--- src/rtl/spwm_pkg.sv ---
// ----------------------------------------------------------------------------
// spwm_pkg
// Shared types, constants and the quarter-wave cosine table for the
// three-phase SPWM duty generator.
// ----------------------------------------------------------------------------
package spwm_pkg;

	// configuration port
	localparam int CFG_IDX_W  = 3;
	localparam int CFG_DATA_W = 16;

	localparam logic [CFG_IDX_W-1:0] REG_AMPLITUDE = 3'd0;
	localparam logic [CFG_IDX_W-1:0] REG_PERIOD    = 3'd1;
	localparam logic [CFG_IDX_W-1:0] REG_PHASE_U   = 3'd2;
	localparam logic [CFG_IDX_W-1:0] REG_PHASE_V   = 3'd3;
	localparam logic [CFG_IDX_W-1:0] REG_PHASE_W   = 3'd4;

	localparam int AMP_W    = 16;
	localparam int PERIOD_W = 13;
	localparam int ANGLE_W  = 16;
	localparam int DUTY_W   = 16;
	localparam int STEP_OUT_W = 12;

	localparam logic [AMP_W-1:0]    AMP_RST    = 16'd1000;
	localparam logic [PERIOD_W-1:0] PERIOD_RST = 13'd400;
	localparam logic [ANGLE_W-1:0]  PHASE_U_RST = 16'd0;
	localparam logic [ANGLE_W-1:0]  PHASE_V_RST = 16'd21845;
	localparam logic [ANGLE_W-1:0]  PHASE_W_RST = 16'd43691;

	localparam int MAX_STEPS_DEF = 4096;

	// stream widths
	localparam int S_DATA_W = 8;
	localparam int M_DATA_W = 64;

	// shared multiplier
	localparam int MUL_W  = AMP_W + 1;
	localparam int PROD_W = 2 * MUL_W;

	// x/100 == (x * RECIP100) >> RECIP100_SH, exact for x below 91180
	localparam logic [MUL_W-1:0] RECIP100    = 17'd83887;
	localparam int               RECIP100_SH = 23;
	localparam logic [MUL_W-1:0] CEIL_BIAS   = 17'd99;

	// cosine table
	localparam int COS_POINTS  = 1024;
	localparam int COS_QUARTER = COS_POINTS / 4;
	localparam int COS_M_W     = $clog2(COS_QUARTER);
	localparam int COS_W       = 16;
	localparam logic [MUL_W-1:0] COS_MID = 17'd32768;

	localparam logic [63:0] ONE_Q30     = 64'd1 << 30;
	localparam logic [63:0] HALF_PI_Q30 = 64'd1686629713;
	localparam int unsigned COS_DIVS [7] = '{182, 132, 90, 56, 30, 12, 2};

	typedef logic [COS_W-1:0] cos_tab_t [COS_QUARTER];

	function automatic cos_tab_t build_cos_tab();
		cos_tab_t    tab;
		logic [63:0] x;
		logic [63:0] x2;
		logic [63:0] r;
		logic [63:0] t;
		for (int k = 0; k < COS_QUARTER; k++) begin
			x  = (64'(k) * HALF_PI_Q30 + 64'(COS_QUARTER / 2)) / 64'(COS_QUARTER);
			x2 = (x * x) >> 30;
			r  = ONE_Q30;
			for (int j = 0; j < 7; j++) begin
				t = ((x2 * r) >> 30) / 64'(COS_DIVS[j]);
				r = (t > ONE_Q30) ? 64'd0 : ONE_Q30 - t;
			end
			tab[k] = COS_W'((r + (64'd1 << 14)) >> 15);
		end
		return tab;
	endfunction

	localparam cos_tab_t COS_TAB = build_cos_tab();

	typedef enum logic [1:0] {
		PH_U,
		PH_V,
		PH_W
	} phase_t;

	typedef enum logic [1:0] {
		MUL_LO,
		MUL_HI,
		MUL_DUTY
	} mul_sel_t;

	typedef enum logic [3:0] {
		S_IDLE,
		S_DIV,
		S_LO,
		S_HI,
		S_BOUND,
		S_LOOK,
		S_MUL,
		S_CLAMP,
		S_OUT
	} state_t;

	typedef struct packed {
		logic     load;
		logic     div_step;
		logic     mul_en;
		mul_sel_t mul_sel;
		logic     store_lo;
		logic     store_hi;
		logic     lookup;
		logic     clamp;
		phase_t   ph;
		logic     out_load;
	} dp_cmd_t;

	localparam int DIV_STEPS = ANGLE_W;
	localparam int DIV_CNT_W = $clog2(DIV_STEPS);

endpackage

--- src/rtl/spwm_datapath.sv ---
// ----------------------------------------------------------------------------
// spwm_datapath
// Configuration registers, step counter, bit-serial angle divider, cosine
// lookup, shared multiplier, clamp and output registers.
// ----------------------------------------------------------------------------
module spwm_datapath
	import spwm_pkg::*;
#(
	parameter int MAX_STEPS = MAX_STEPS_DEF
) (
	input  logic                  clk,
	input  logic                  arst_n,
	input  logic                  cfg_we,
	input  logic [CFG_IDX_W-1:0]  cfg_index,
	input  logic [CFG_DATA_W-1:0] cfg_data,
	input  logic                  restart,
	input  dp_cmd_t               cmd,
	output logic [M_DATA_W-1:0]   out_data
);

	localparam int STEP_W = $clog2(MAX_STEPS);
	localparam int N_W    = $clog2(MAX_STEPS + 1);

	logic [AMP_W-1:0]    amp_q;
	logic [PERIOD_W-1:0] period_q;
	logic [ANGLE_W-1:0]  phase_u_q;
	logic [ANGLE_W-1:0]  phase_v_q;
	logic [ANGLE_W-1:0]  phase_w_q;
	logic [STEP_W-1:0]   step_q;

	logic [N_W-1:0]      n_eff;
	logic [N_W-1:0]      n_q;
	logic [STEP_W-1:0]   cur;
	logic [N_W-1:0]      cur_inc;
	logic [STEP_W-1:0]   cur_q;

	logic [N_W-1:0]      rem_q;
	logic [N_W:0]        rem_sh;
	logic                rem_ge;
	logic [ANGLE_W-1:0]  quot_q;

	logic [ANGLE_W-1:0]   phase_sel;
	logic [ANGLE_W-1:0]   angle;
	logic [1:0]           quad;
	logic [COS_M_W-1:0]   m;
	logic [COS_M_W-1:0]   tab_idx;
	logic [COS_W-1:0]     tval;
	logic [MUL_W-1:0]     cterm;
	logic [MUL_W-1:0]     cterm_q;

	logic [MUL_W-1:0]  mul_a;
	logic [MUL_W-1:0]  mul_b;
	logic [PROD_W-1:0] mul_q;

	logic [DUTY_W-1:0] lo_q;
	logic [DUTY_W-1:0] hi_q;
	logic [MUL_W-1:0]  raw;
	logic [DUTY_W-1:0] clamped;

	logic [DUTY_W-1:0] duty_u_q;
	logic [DUTY_W-1:0] duty_v_q;
	logic [DUTY_W-1:0] duty_w_q;
	logic [DUTY_W-1:0] out_u_q;
	logic [DUTY_W-1:0] out_v_q;
	logic [DUTY_W-1:0] out_w_q;
	logic [STEP_OUT_W-1:0] out_step_q;

	// configuration registers
	always_ff @(posedge clk or negedge arst_n) begin
		if (!arst_n) begin
			amp_q     <= AMP_RST;
			period_q  <= PERIOD_RST;
			phase_u_q <= PHASE_U_RST;
			phase_v_q <= PHASE_V_RST;
			phase_w_q <= PHASE_W_RST;
		end else if (cfg_we) begin
			case (cfg_index)
				REG_AMPLITUDE: amp_q     <= cfg_data[AMP_W-1:0];
				REG_PERIOD:    period_q  <= cfg_data[PERIOD_W-1:0];
				REG_PHASE_U:   phase_u_q <= cfg_data[ANGLE_W-1:0];
				REG_PHASE_V:   phase_v_q <= cfg_data[ANGLE_W-1:0];
				REG_PHASE_W:   phase_w_q <= cfg_data[ANGLE_W-1:0];
				default: ;
			endcase
		end
	end

	// effective period: zero acts as one, capped at MAX_STEPS
	always_comb begin
		if (period_q == '0)
			n_eff = N_W'(1);
		else if (32'(period_q) > MAX_STEPS)
			n_eff = N_W'(MAX_STEPS);
		else
			n_eff = N_W'(period_q);
	end

	assign cur     = (restart || (N_W'(step_q) >= n_eff)) ? '0 : step_q;
	assign cur_inc = N_W'(cur) + N_W'(1);

	always_ff @(posedge clk or negedge arst_n) begin
		if (!arst_n) begin
			step_q <= '0;
		end else if (cmd.load) begin
			step_q <= (cur_inc >= n_eff) ? '0 : STEP_W'(cur_inc);
		end
	end

	// restoring division: quot = floor(cur * 2^16 / n)
	assign rem_sh = {rem_q, 1'b0};
	assign rem_ge = rem_sh >= {1'b0, n_q};

	always_ff @(posedge clk) begin
		if (cmd.load) begin
			cur_q  <= cur;
			n_q    <= n_eff;
			rem_q  <= N_W'(cur);
			quot_q <= '0;
		end else if (cmd.div_step) begin
			rem_q  <= rem_ge ? N_W'(rem_sh - {1'b0, n_q}) : N_W'(rem_sh);
			quot_q <= {quot_q[ANGLE_W-2:0], rem_ge};
		end
	end

	// cosine lookup, held as 32768 - cos
	always_comb begin
		case (cmd.ph)
			PH_U:    phase_sel = phase_u_q;
			PH_V:    phase_sel = phase_v_q;
			PH_W:    phase_sel = phase_w_q;
			default: phase_sel = phase_u_q;
		endcase
		angle   = quot_q + phase_sel;
		quad    = angle[ANGLE_W-1 -: 2];
		m       = angle[ANGLE_W-3 -: COS_M_W];
		tab_idx = quad[0] ? COS_M_W'(-m) : m;
		tval    = (quad[0] && (m == '0)) ? '0 : COS_TAB[tab_idx];
		if (quad[1] ^ quad[0])
			cterm = COS_MID + MUL_W'(tval);
		else
			cterm = COS_MID - MUL_W'(tval);
	end

	// shared multiplier
	always_comb begin
		case (cmd.mul_sel)
			MUL_LO: begin
				mul_a = MUL_W'(amp_q);
				mul_b = RECIP100;
			end
			MUL_HI: begin
				mul_a = MUL_W'(amp_q) + CEIL_BIAS;
				mul_b = RECIP100;
			end
			MUL_DUTY: begin
				mul_a = MUL_W'(amp_q);
				mul_b = cterm_q;
			end
			default: begin
				mul_a = MUL_W'(amp_q);
				mul_b = cterm_q;
			end
		endcase
	end

	assign raw = MUL_W'(mul_q >> ANGLE_W);

	always_comb begin
		clamped = (raw > MUL_W'(hi_q)) ? hi_q : DUTY_W'(raw);
		if (clamped < lo_q)
			clamped = lo_q;
	end

	always_ff @(posedge clk) begin
		if (cmd.lookup)
			cterm_q <= cterm;
		if (cmd.mul_en)
			mul_q <= PROD_W'(mul_a) * PROD_W'(mul_b);
		if (cmd.store_lo)
			lo_q <= DUTY_W'(mul_q >> RECIP100_SH);
		// 99*a/100 rounded down is a - ceil(a/100)
		if (cmd.store_hi)
			hi_q <= amp_q - DUTY_W'(mul_q >> RECIP100_SH);
		if (cmd.clamp) begin
			case (cmd.ph)
				PH_U:    duty_u_q <= clamped;
				PH_V:    duty_v_q <= clamped;
				PH_W:    duty_w_q <= clamped;
				default: duty_u_q <= clamped;
			endcase
		end
		if (cmd.out_load) begin
			out_u_q    <= duty_u_q;
			out_v_q    <= duty_v_q;
			out_w_q    <= duty_w_q;
			out_step_q <= STEP_OUT_W'(cur_q);
		end
	end

	assign out_data = {4'b0, out_step_q, out_w_q, out_v_q, out_u_q};

endmodule

--- src/rtl/spwm_ctrl.sv ---
// ----------------------------------------------------------------------------
// spwm_ctrl
// Sequencer: divider steps, bound calculation, three phase passes through
// lookup, multiply and clamp, then the output hand-off.
// ----------------------------------------------------------------------------
module spwm_ctrl
	import spwm_pkg::*;
(
	input  logic    clk,
	input  logic    arst_n,
	input  logic    s_tvalid,
	output logic    s_tready,
	output logic    m_tvalid,
	input  logic    m_tready,
	output dp_cmd_t cmd
);

	state_t               state_q;
	state_t               state_d;
	logic [DIV_CNT_W-1:0] div_cnt_q;
	phase_t               phase_q;
	phase_t               phase_nxt;
	logic                 valid_q;

	always_comb begin
		case (phase_q)
			PH_U:    phase_nxt = PH_V;
			PH_V:    phase_nxt = PH_W;
			default: phase_nxt = PH_U;
		endcase
	end

	always_ff @(posedge clk or negedge arst_n) begin
		if (!arst_n) begin
			state_q   <= S_IDLE;
			div_cnt_q <= '0;
			phase_q   <= PH_U;
			valid_q   <= 1'b0;
		end else begin
			state_q <= state_d;
			if (cmd.load)
				div_cnt_q <= '0;
			else if (cmd.div_step)
				div_cnt_q <= div_cnt_q + DIV_CNT_W'(1);
			if (cmd.load)
				phase_q <= PH_U;
			else if (cmd.clamp)
				phase_q <= phase_nxt;
			if (cmd.out_load)
				valid_q <= 1'b1;
			else if (m_tready)
				valid_q <= 1'b0;
		end
	end

	always_comb begin
		state_d      = state_q;
		cmd          = '0;
		cmd.mul_sel  = MUL_DUTY;
		cmd.ph       = phase_q;
		s_tready     = 1'b0;
		case (state_q)
			S_IDLE: begin
				s_tready = 1'b1;
				if (s_tvalid) begin
					cmd.load = 1'b1;
					state_d  = S_DIV;
				end
			end
			S_DIV: begin
				cmd.div_step = 1'b1;
				if (div_cnt_q == DIV_CNT_W'(DIV_STEPS - 1))
					state_d = S_LO;
			end
			S_LO: begin
				cmd.mul_en  = 1'b1;
				cmd.mul_sel = MUL_LO;
				state_d     = S_HI;
			end
			S_HI: begin
				cmd.store_lo = 1'b1;
				cmd.mul_en   = 1'b1;
				cmd.mul_sel  = MUL_HI;
				state_d      = S_BOUND;
			end
			S_BOUND: begin
				cmd.store_hi = 1'b1;
				state_d      = S_LOOK;
			end
			S_LOOK: begin
				cmd.lookup = 1'b1;
				state_d    = S_MUL;
			end
			S_MUL: begin
				cmd.mul_en = 1'b1;
				state_d    = S_CLAMP;
			end
			S_CLAMP: begin
				cmd.clamp = 1'b1;
				state_d   = (phase_q == PH_W) ? S_OUT : S_LOOK;
			end
			S_OUT: begin
				if (!valid_q || m_tready) begin
					cmd.out_load = 1'b1;
					state_d      = S_IDLE;
				end
			end
			default: state_d = S_IDLE;
		endcase
	end

	assign m_tvalid = valid_q;

endmodule

--- src/rtl/three_phase_spwm_duty_generator_core.sv ---
// ----------------------------------------------------------------------------
// three_phase_spwm_duty_generator_core
// Three-phase sinusoidal PWM duty generator, one item per carrier period.
// The bit-serial angle divider and the single multiplier, shared by the bounds
// and the three phases, serve one item at a time: a new input item is taken
// only once the last item's duties are loaded into the output register.
// Reset: configuration registers return to their defaults, step index to zero.
// ----------------------------------------------------------------------------
module three_phase_spwm_duty_generator_core
	import spwm_pkg::*;
#(
	parameter int MAX_STEPS = MAX_STEPS_DEF
) (
	input  logic                  clk,
	input  logic                  arst_n,
	input  logic                  s_tvalid,
	output logic                  s_tready,
	input  logic [S_DATA_W-1:0]   s_tdata,   // restart
	output logic                  m_tvalid,
	input  logic                  m_tready,
	output logic [M_DATA_W-1:0]   m_tdata,   // duty_u, duty_v, duty_w, step_now
	input  logic                  cfg_we,
	input  logic [CFG_IDX_W-1:0]  cfg_index,
	input  logic [CFG_DATA_W-1:0] cfg_data
);

	dp_cmd_t cmd;

	spwm_ctrl u_ctrl (
		.clk      (clk),
		.arst_n   (arst_n),
		.s_tvalid (s_tvalid),
		.s_tready (s_tready),
		.m_tvalid (m_tvalid),
		.m_tready (m_tready),
		.cmd      (cmd)
	);

	spwm_datapath #(
		.MAX_STEPS (MAX_STEPS)
	) u_datapath (
		.clk       (clk),
		.arst_n    (arst_n),
		.cfg_we    (cfg_we),
		.cfg_index (cfg_index),
		.cfg_data  (cfg_data),
		.restart   (s_tdata[0]),
		.cmd       (cmd),
		.out_data  (m_tdata)
	);

endmodule

--- config.mk ---
export PLATFORM = sky130hd
export DESIGN_NAME = three_phase_spwm_duty_generator_core
export DESIGN_NICKNAME = d
export VERILOG_FILES = /design/src/rtl/spwm_pkg.sv /design/src/rtl/spwm_datapath.sv /design/src/rtl/spwm_ctrl.sv /design/src/rtl/three_phase_spwm_duty_generator_core.sv
export SDC_FILE = /design/constraint.sdc
export NUM_CORES = 1
export LEC_CHECK = 0
export BUFFER_PORTS_ARGS = -buffer_cell sky130_fd_sc_hd__buf_4
export CAP_MARGIN = 10
export CORE_ASPECT_RATIO = 1.1
export CORE_MARGIN = 1
export CORE_UTILIZATION = 35
export CTS_CLUSTER_SIZE = 8
export DETAILED_ROUTE_END_ITERATION = 8
export SYNTH_ARGS = -nofsm -noshare
export SYNTH_HDL_FRONTEND = slang
export SYNTH_HIERARCHICAL = 1
export SYNTH_SLANG_ARGS = --single-unit
--- constraint.sdc ---
create_clock -name clk -period 22.7 [get_ports clk]
set_input_delay 1.135 -clock clk [delete_from_list [all_inputs] [get_ports clk]]
set_output_delay 1.135 -clock clk [all_outputs]
set_load 0.005 [all_outputs]
Word level (Yosys, flattened, before mapping)
Memories as Yosys holds them, arrays and structs flattened.
Index checks and enable logic that the tools add are counted.
{"block": "totals", "out_inout_bits": 66, "elab_cells": 132, "mem_count": 1, "reg_bits": 340, "mem_bits_ro": 4096, "in_bits": 32}
{"name": "(name not given)", "words": 256, "width": 16, "read_ports": 1, "rd_clocked_by_memory_dff": 0, "wr": 0, "line": "spwm_datapath.sv:137", "source": "tval = (quad[0] && (m == '0)) ? '0 : COS_TAB[tab_idx];"}
{"block": "op_classes", "mux": 41, "n_mul": 1, "magnitude_cmp": 7, "bitwise_logic": 3, "eq_ne": 19, "n_reduce_logical": 25, "n_addsub": 9}
{"operator": "$mux 16", "count": 5}
{"operator": "$mux 17", "count": 3}
{"operator": "$mux 12", "count": 4}
{"operator": "$mux 13", "count": 3}
{"operator": "$pmux 4 s9", "count": 1}
{"operator": "$mul 17x17->34", "count": 1}
{"operator": "$pmux 16 s2", "count": 1}
{"operator": "$mux 4", "count": 6}
{"operator": "$add 16x16->17 const A", "count": 1}
{"operator": "$add 16x7->17 const B", "count": 1}
{"operator": "$gt 17x16->1", "count": 1}
{"operator": "$sub 16x16->17 const A", "count": 1}
{"operator": "$add 16x16->16", "count": 1}
{"operator": "$eq 4x3->1 const B", "count": 4}
{"operator": "$lt 16x11->1", "count": 1}
{"operator": "$reduce_and 2->1", "count": 8}
{"operator": "$sub 16x11->16", "count": 1}
{"operator": "$ge 14x13->1", "count": 1}
{"operator": "$add 12x1->13 const B", "count": 1}
{"operator": "$ge 12x13->1", "count": 1}
{"operator": "$ge 13x13->1", "count": 1}
{"operator": "$gt 13x13->1 const B", "count": 1}
{"operator": "$logic_not 13->1", "count": 1}
{"operator": "$mux 1", "count": 13}
{"operator": "other kinds (31)", "count": 43}

Depth between registers and ports, before layout
{"block": "logic_depth", "word_depth": 12, "ltp_mapped": 38, "ltp_nobuf": 37}

Cells and area by module
Netlist, hierarchy kept.
{"mod": "spwm_datapath", "n_inst": 1, "cells_per_inst": 3185, "area_each_um2": 29917.4, "seq_area_each_um2": 8816.0}
{"mod": "spwm_ctrl", "n_inst": 1, "cells_per_inst": 70, "area_each_um2": 613.1, "seq_area_each_um2": 275.3}

Worst setup path after synthesis
Ideal clock, no wire load.
{"block": "synth_timing", "path_kind": "reg-to-reg", "from": "register u_ctrl.state_q[1]", "to": "register u_datapath.mul_q[32], data pin", "synth_period_minus_slack_ps": 8710, "n_path_buf": 2, "setup_slack_ps": 13990, "setup_time_ps": 258, "stages_incl_launch_ff": 38, "arrival_time_ps": 8452, "path_cell_list": "dfrtp_1 -> buf_1 -> nand2_1 -> nor3_1 -> buf_4 -> nor2b_1 -> o21ai_0 -> inv_1 -> nand4_1 -> xnor2_1 -> nand2_1 -> fa_1 -> fa_1 -> inv_1 -> fa_1 -> inv_1 -> fa_1 -> inv_1 -> [2 not listed] -> fa_1 -> inv_1 -> ha_1 -> a21oi_1 -> nor2b_1 -> o21ai_0 -> nand2b_1 -> a21o_1 -> nor3_1 -> o21ai_0 -> o2111ai_1 -> a31o_2 -> nand2_1 -> a31o_2 -> a41oi_1 -> nand2b_1 -> a21oi_1 -> xnor2_1"}
{"element": "start: declaration", "line": "spwm_ctrl.sv:18", "source": "state_t state_q;"}
{"element": "start signal: assignment", "line": "spwm_ctrl.sv:40", "source": "state_q <= state_d;"}
{"element": "end signal: assignment", "line": "spwm_datapath.sv:178", "source": "mul_q <= PROD_W'(mul_a) * PROD_W'(mul_b);"}
{"element": "end: declaration", "line": "spwm_datapath.sv:53", "source": "logic [PROD_W-1:0] mul_q;"}

==> results.json <==
{
  "crit_fanout": 65,
  "synth_edf_count": 207,
  "ys_seq_area_frac": 0.2978,
  "drt_wl_total_mm": 98.18,
  "finalClockSkew_ps": 24.83,
  "via_per_inst": 5.743,
  "synth_most_common_cell": "inv_1",
  "cts_setup_buffers": 0,
  "ys_seq_elements": 324,
  "grt_max_degree": 66,
  "async_flop_share": 0.3086,
  "io_pins": 98,
  "globalRouteMet2Util": 0.3514,
  "yosys_most_used_dff": "edfxtp_1",
  "max_stage_delay_ps": 810,
  "end_kind": "flip-flop",
  "nets": 3724,
  "worst_slew_pin_slew_ps": 1207,
  "path_delay_family": "adder cells",
  "synth_cell_type_count": 109,
  "synthToLayoutAreaGrowth_pct": 10.41,
  "port-buffer-count": 86,
  "die_w_um": 283.6,
  "cts_resized": 0,
  "period_share": 0.4207,
  "synthCells": 3255,
  "hold_viol": 0,
  "start_util": 0.3534,
  "syn_avg_cell_area_sq_um": 9.380,
  "cts.clk_slew.worst_paths_ps": 50,
  "setup.worst_path.class": "reg2reg",
  "cp_num_buf_inv": 5,
  "design.die.area_sq_mm": 0.08842,
  "grt_pass1_vias": 25490,
  "clk_latency_ps": 540,
  "cts_sinks": 324,
  "finalCriticalPeriod_ps": 9551,
  "ctsHoldBuffers": 0,
  "synth_area_sq_mm": 0.03053,
  "relSlewSlack": 0.1927,
  "core_area_sq_mm": 0.08639,
  "hold_path.class": "reg2reg",
  "status": "finished clean",
  "maxCapViolCount": 0,
  "cts_buffers": 46,
  "overflow": 0,
  "setup_viol": 0,
  "ys_warn_count": 6,
  "slew_viol_final": 0,
  "crit_arrival_ps": 9840,
  "detail_route.first_pass.iterations": 8,
  "num_rows": 113,
  "rsz0062_at_grt": "false",
  "synthTopCellsByArea": "edfxtp_1 (20%), fa_1 (15%), ha_1 (8.7%)",
  "wl_per_cell_um": 22.09,
  "detail_route.iter0.violations": 2617,
  "vias": 25530,
  "synth_commonest_cells": "inv_1 (385), nor2_1 (265), nand2_1 (259), fa_1 (224), ha_1 (213)",
  "yosysTopAreaCell": "edfxtp_1",
  "drive_above_1_share": 0.1233,
  "synth_top_area_frac": 0.2036,
  "dpl.hpwl_mm": 71.39,
  "die_h_um": 311.8,
  "cpMostUsedCell": "fa_1",
  "met1_usage": 0.2852,
  "cts-root-buf": "clkbuf_16",
  "fin_tns_setup_ps": 0,
  "top_usage_layer": "met2",
  "clock_path_buffers": 3,
  "drc": 0,
  "antenna_found_initial": 3,
  "antenna_left": 0,
  "place.gp.congestion": 0.9985,
  "grt_usage": 0.2183,
  "start_kind": "flip-flop",
  "h-tree-depth": 2,
  "worst_ep_required_time_ps": 22990,
  "grt_util_met3": 0.03309,
  "cts_tree": "done",
  "cp_slowest_cell": "xnor2_1",
  "grt_pass1_wl_mm": 151.4,
  "fmax_ghz": 0.1047,
  "final_util": 0.3902
}
-- cells by family (layout without fill, tap and decap cells) --
kind of cell,count (synthesis),after routing,synth area share
compound gates,753,753,0.1716
flops,324,324,0.2978
buf+inv,599,629,0.07905
fa+ha+maj,437,437,0.2342
other cells,2,12,0.0002460
mux,112,112,0.04074
simple gates,922,922,0.1445
xor+xnor,106,106,0.03184
-- routing by layer --
layer  part of all wire  up-vias
met2               0.45     1267
li1                   -    11460
met3              0.077      347
met1               0.41    12450
met5            0.00013        -
met4              0.055        2
-- path summary, 6_finish.rpt --
path,from,to,slack [ps],cells after the start
min in group asynchronous,arst_n,u_datapath/phase_u_q[5]$_DFFE_PN0P_,650,1
setup reg to reg,u_ctrl/state_q[3]$_DFFE_PN0P_,u_datapath/mul_q[32]$_DFFE_PP_,13150,34
hold reg to reg,u_datapath/duty_u_q[15]$_DFFE_PP_,u_datapath/out_u_q[15]$_DFFE_PP_,410,0
max in group asynchronous,arst_n,u_datapath/phase_w_q[2]$_DFFE_PN0P_,20970,2
setup / recovery,u_ctrl/state_q[3]$_DFFE_PN0P_,u_datapath/mul_q[32]$_DFFE_PP_,13150,34
hold / removal,u_datapath/duty_u_q[15]$_DFFE_PP_,u_datapath/out_u_q[15]$_DFFE_PP_,410,0
-- registers in the layout, summed over array words and instances, names as in the netlist, 11 cells and up --
| name | count |
|---|---|
| u_datapath/mul_q | 18 |
| u_datapath/cterm_q | 17 |
| u_datapath/amp_q | 16 |
| u_datapath/duty_u_q | 16 |
| u_datapath/duty_v_q | 16 |
| u_datapath/duty_w_q | 16 |
| u_datapath/hi_q | 16 |
| u_datapath/out_u_q | 16 |
| u_datapath/out_v_q | 16 |
| u_datapath/out_w_q | 16 |
| u_datapath/phase_u_q | 16 |
| u_datapath/phase_v_q | 16 |
| u_datapath/phase_w_q | 16 |
| u_datapath/quot_q | 16 |
| u_datapath/n_q | 13 |
| u_datapath/period_q | 13 |
| u_datapath/rem_q | 13 |
| u_datapath/cur_q | 12 |
| u_datapath/out_step_q | 12 |
| u_datapath/step_q | 12 |
| u_datapath/lo_q | 11 |
-- metrics by stage --
stage | std cells | area (sq um) | setup WS, ps | hold slack [ps]
CTS | 4443 | 33700 | 13120 | 408.8
floorplan | 3263 | 30560 | 13990 | 400.3
detailed placement | 4357 | 32340 | 13220 | 404.5
global placement | 4357 | 32340 | 13320 | 401.4
global route | 4443 | 33700 | 12460 | 411.9
finish | 4445 | 33710 | 13150 | 411.5
-- layout make-up --
cell class,count,area (sq um)
fillers,8577,52680
multi-input cells,2340,19190
flip-flops and latches,324,9091
inverters,389,1460
well taps,1150,1439
clock buffers,84,1336
repair buffers,154,1156
clock inverters,2,28.78
diodes,2,5.005
-- placed cells by master (no fill, tap or decap), types with 15 or more instances in the layout --
cell type	netlist	final
a22o_1	15	15
o211ai_1	29	29
buf_4	9	154
nor4_1	18	18
o21ai_0	151	151
o21a_1	25	25
xor2_1	48	48
dfstp_2	26	26
and2_1	17	16
nand3_1	114	114
a21o_1	32	32
a311oi_1	16	16
fa_1	224	224
inv_1	385	385
nor2b_1	33	33
ha_1	213	213
o22ai_1	21	20
a22oi_1	23	23
xnor2_1	53	51
dfrtp_1	74	74
clkbuf_16	0	48
dfxtp_1	17	17
mux2_2	88	88
nand4_1	23	23
nand2b_1	35	35
edfxtp_1	207	207
nor3_1	53	49
nand2_1	259	258
nor2_1	265	262
and3_1	35	34
mux2i_1	23	23
a211oi_1	52	51
a31oi_1	34	34
a21oi_1	141	139
a221oi_1	27	27
clkbuf_1	119	36
Power is not shown: default switching activity piles up to over one toggle a cycle in this logic, so the estimate is an artifact.
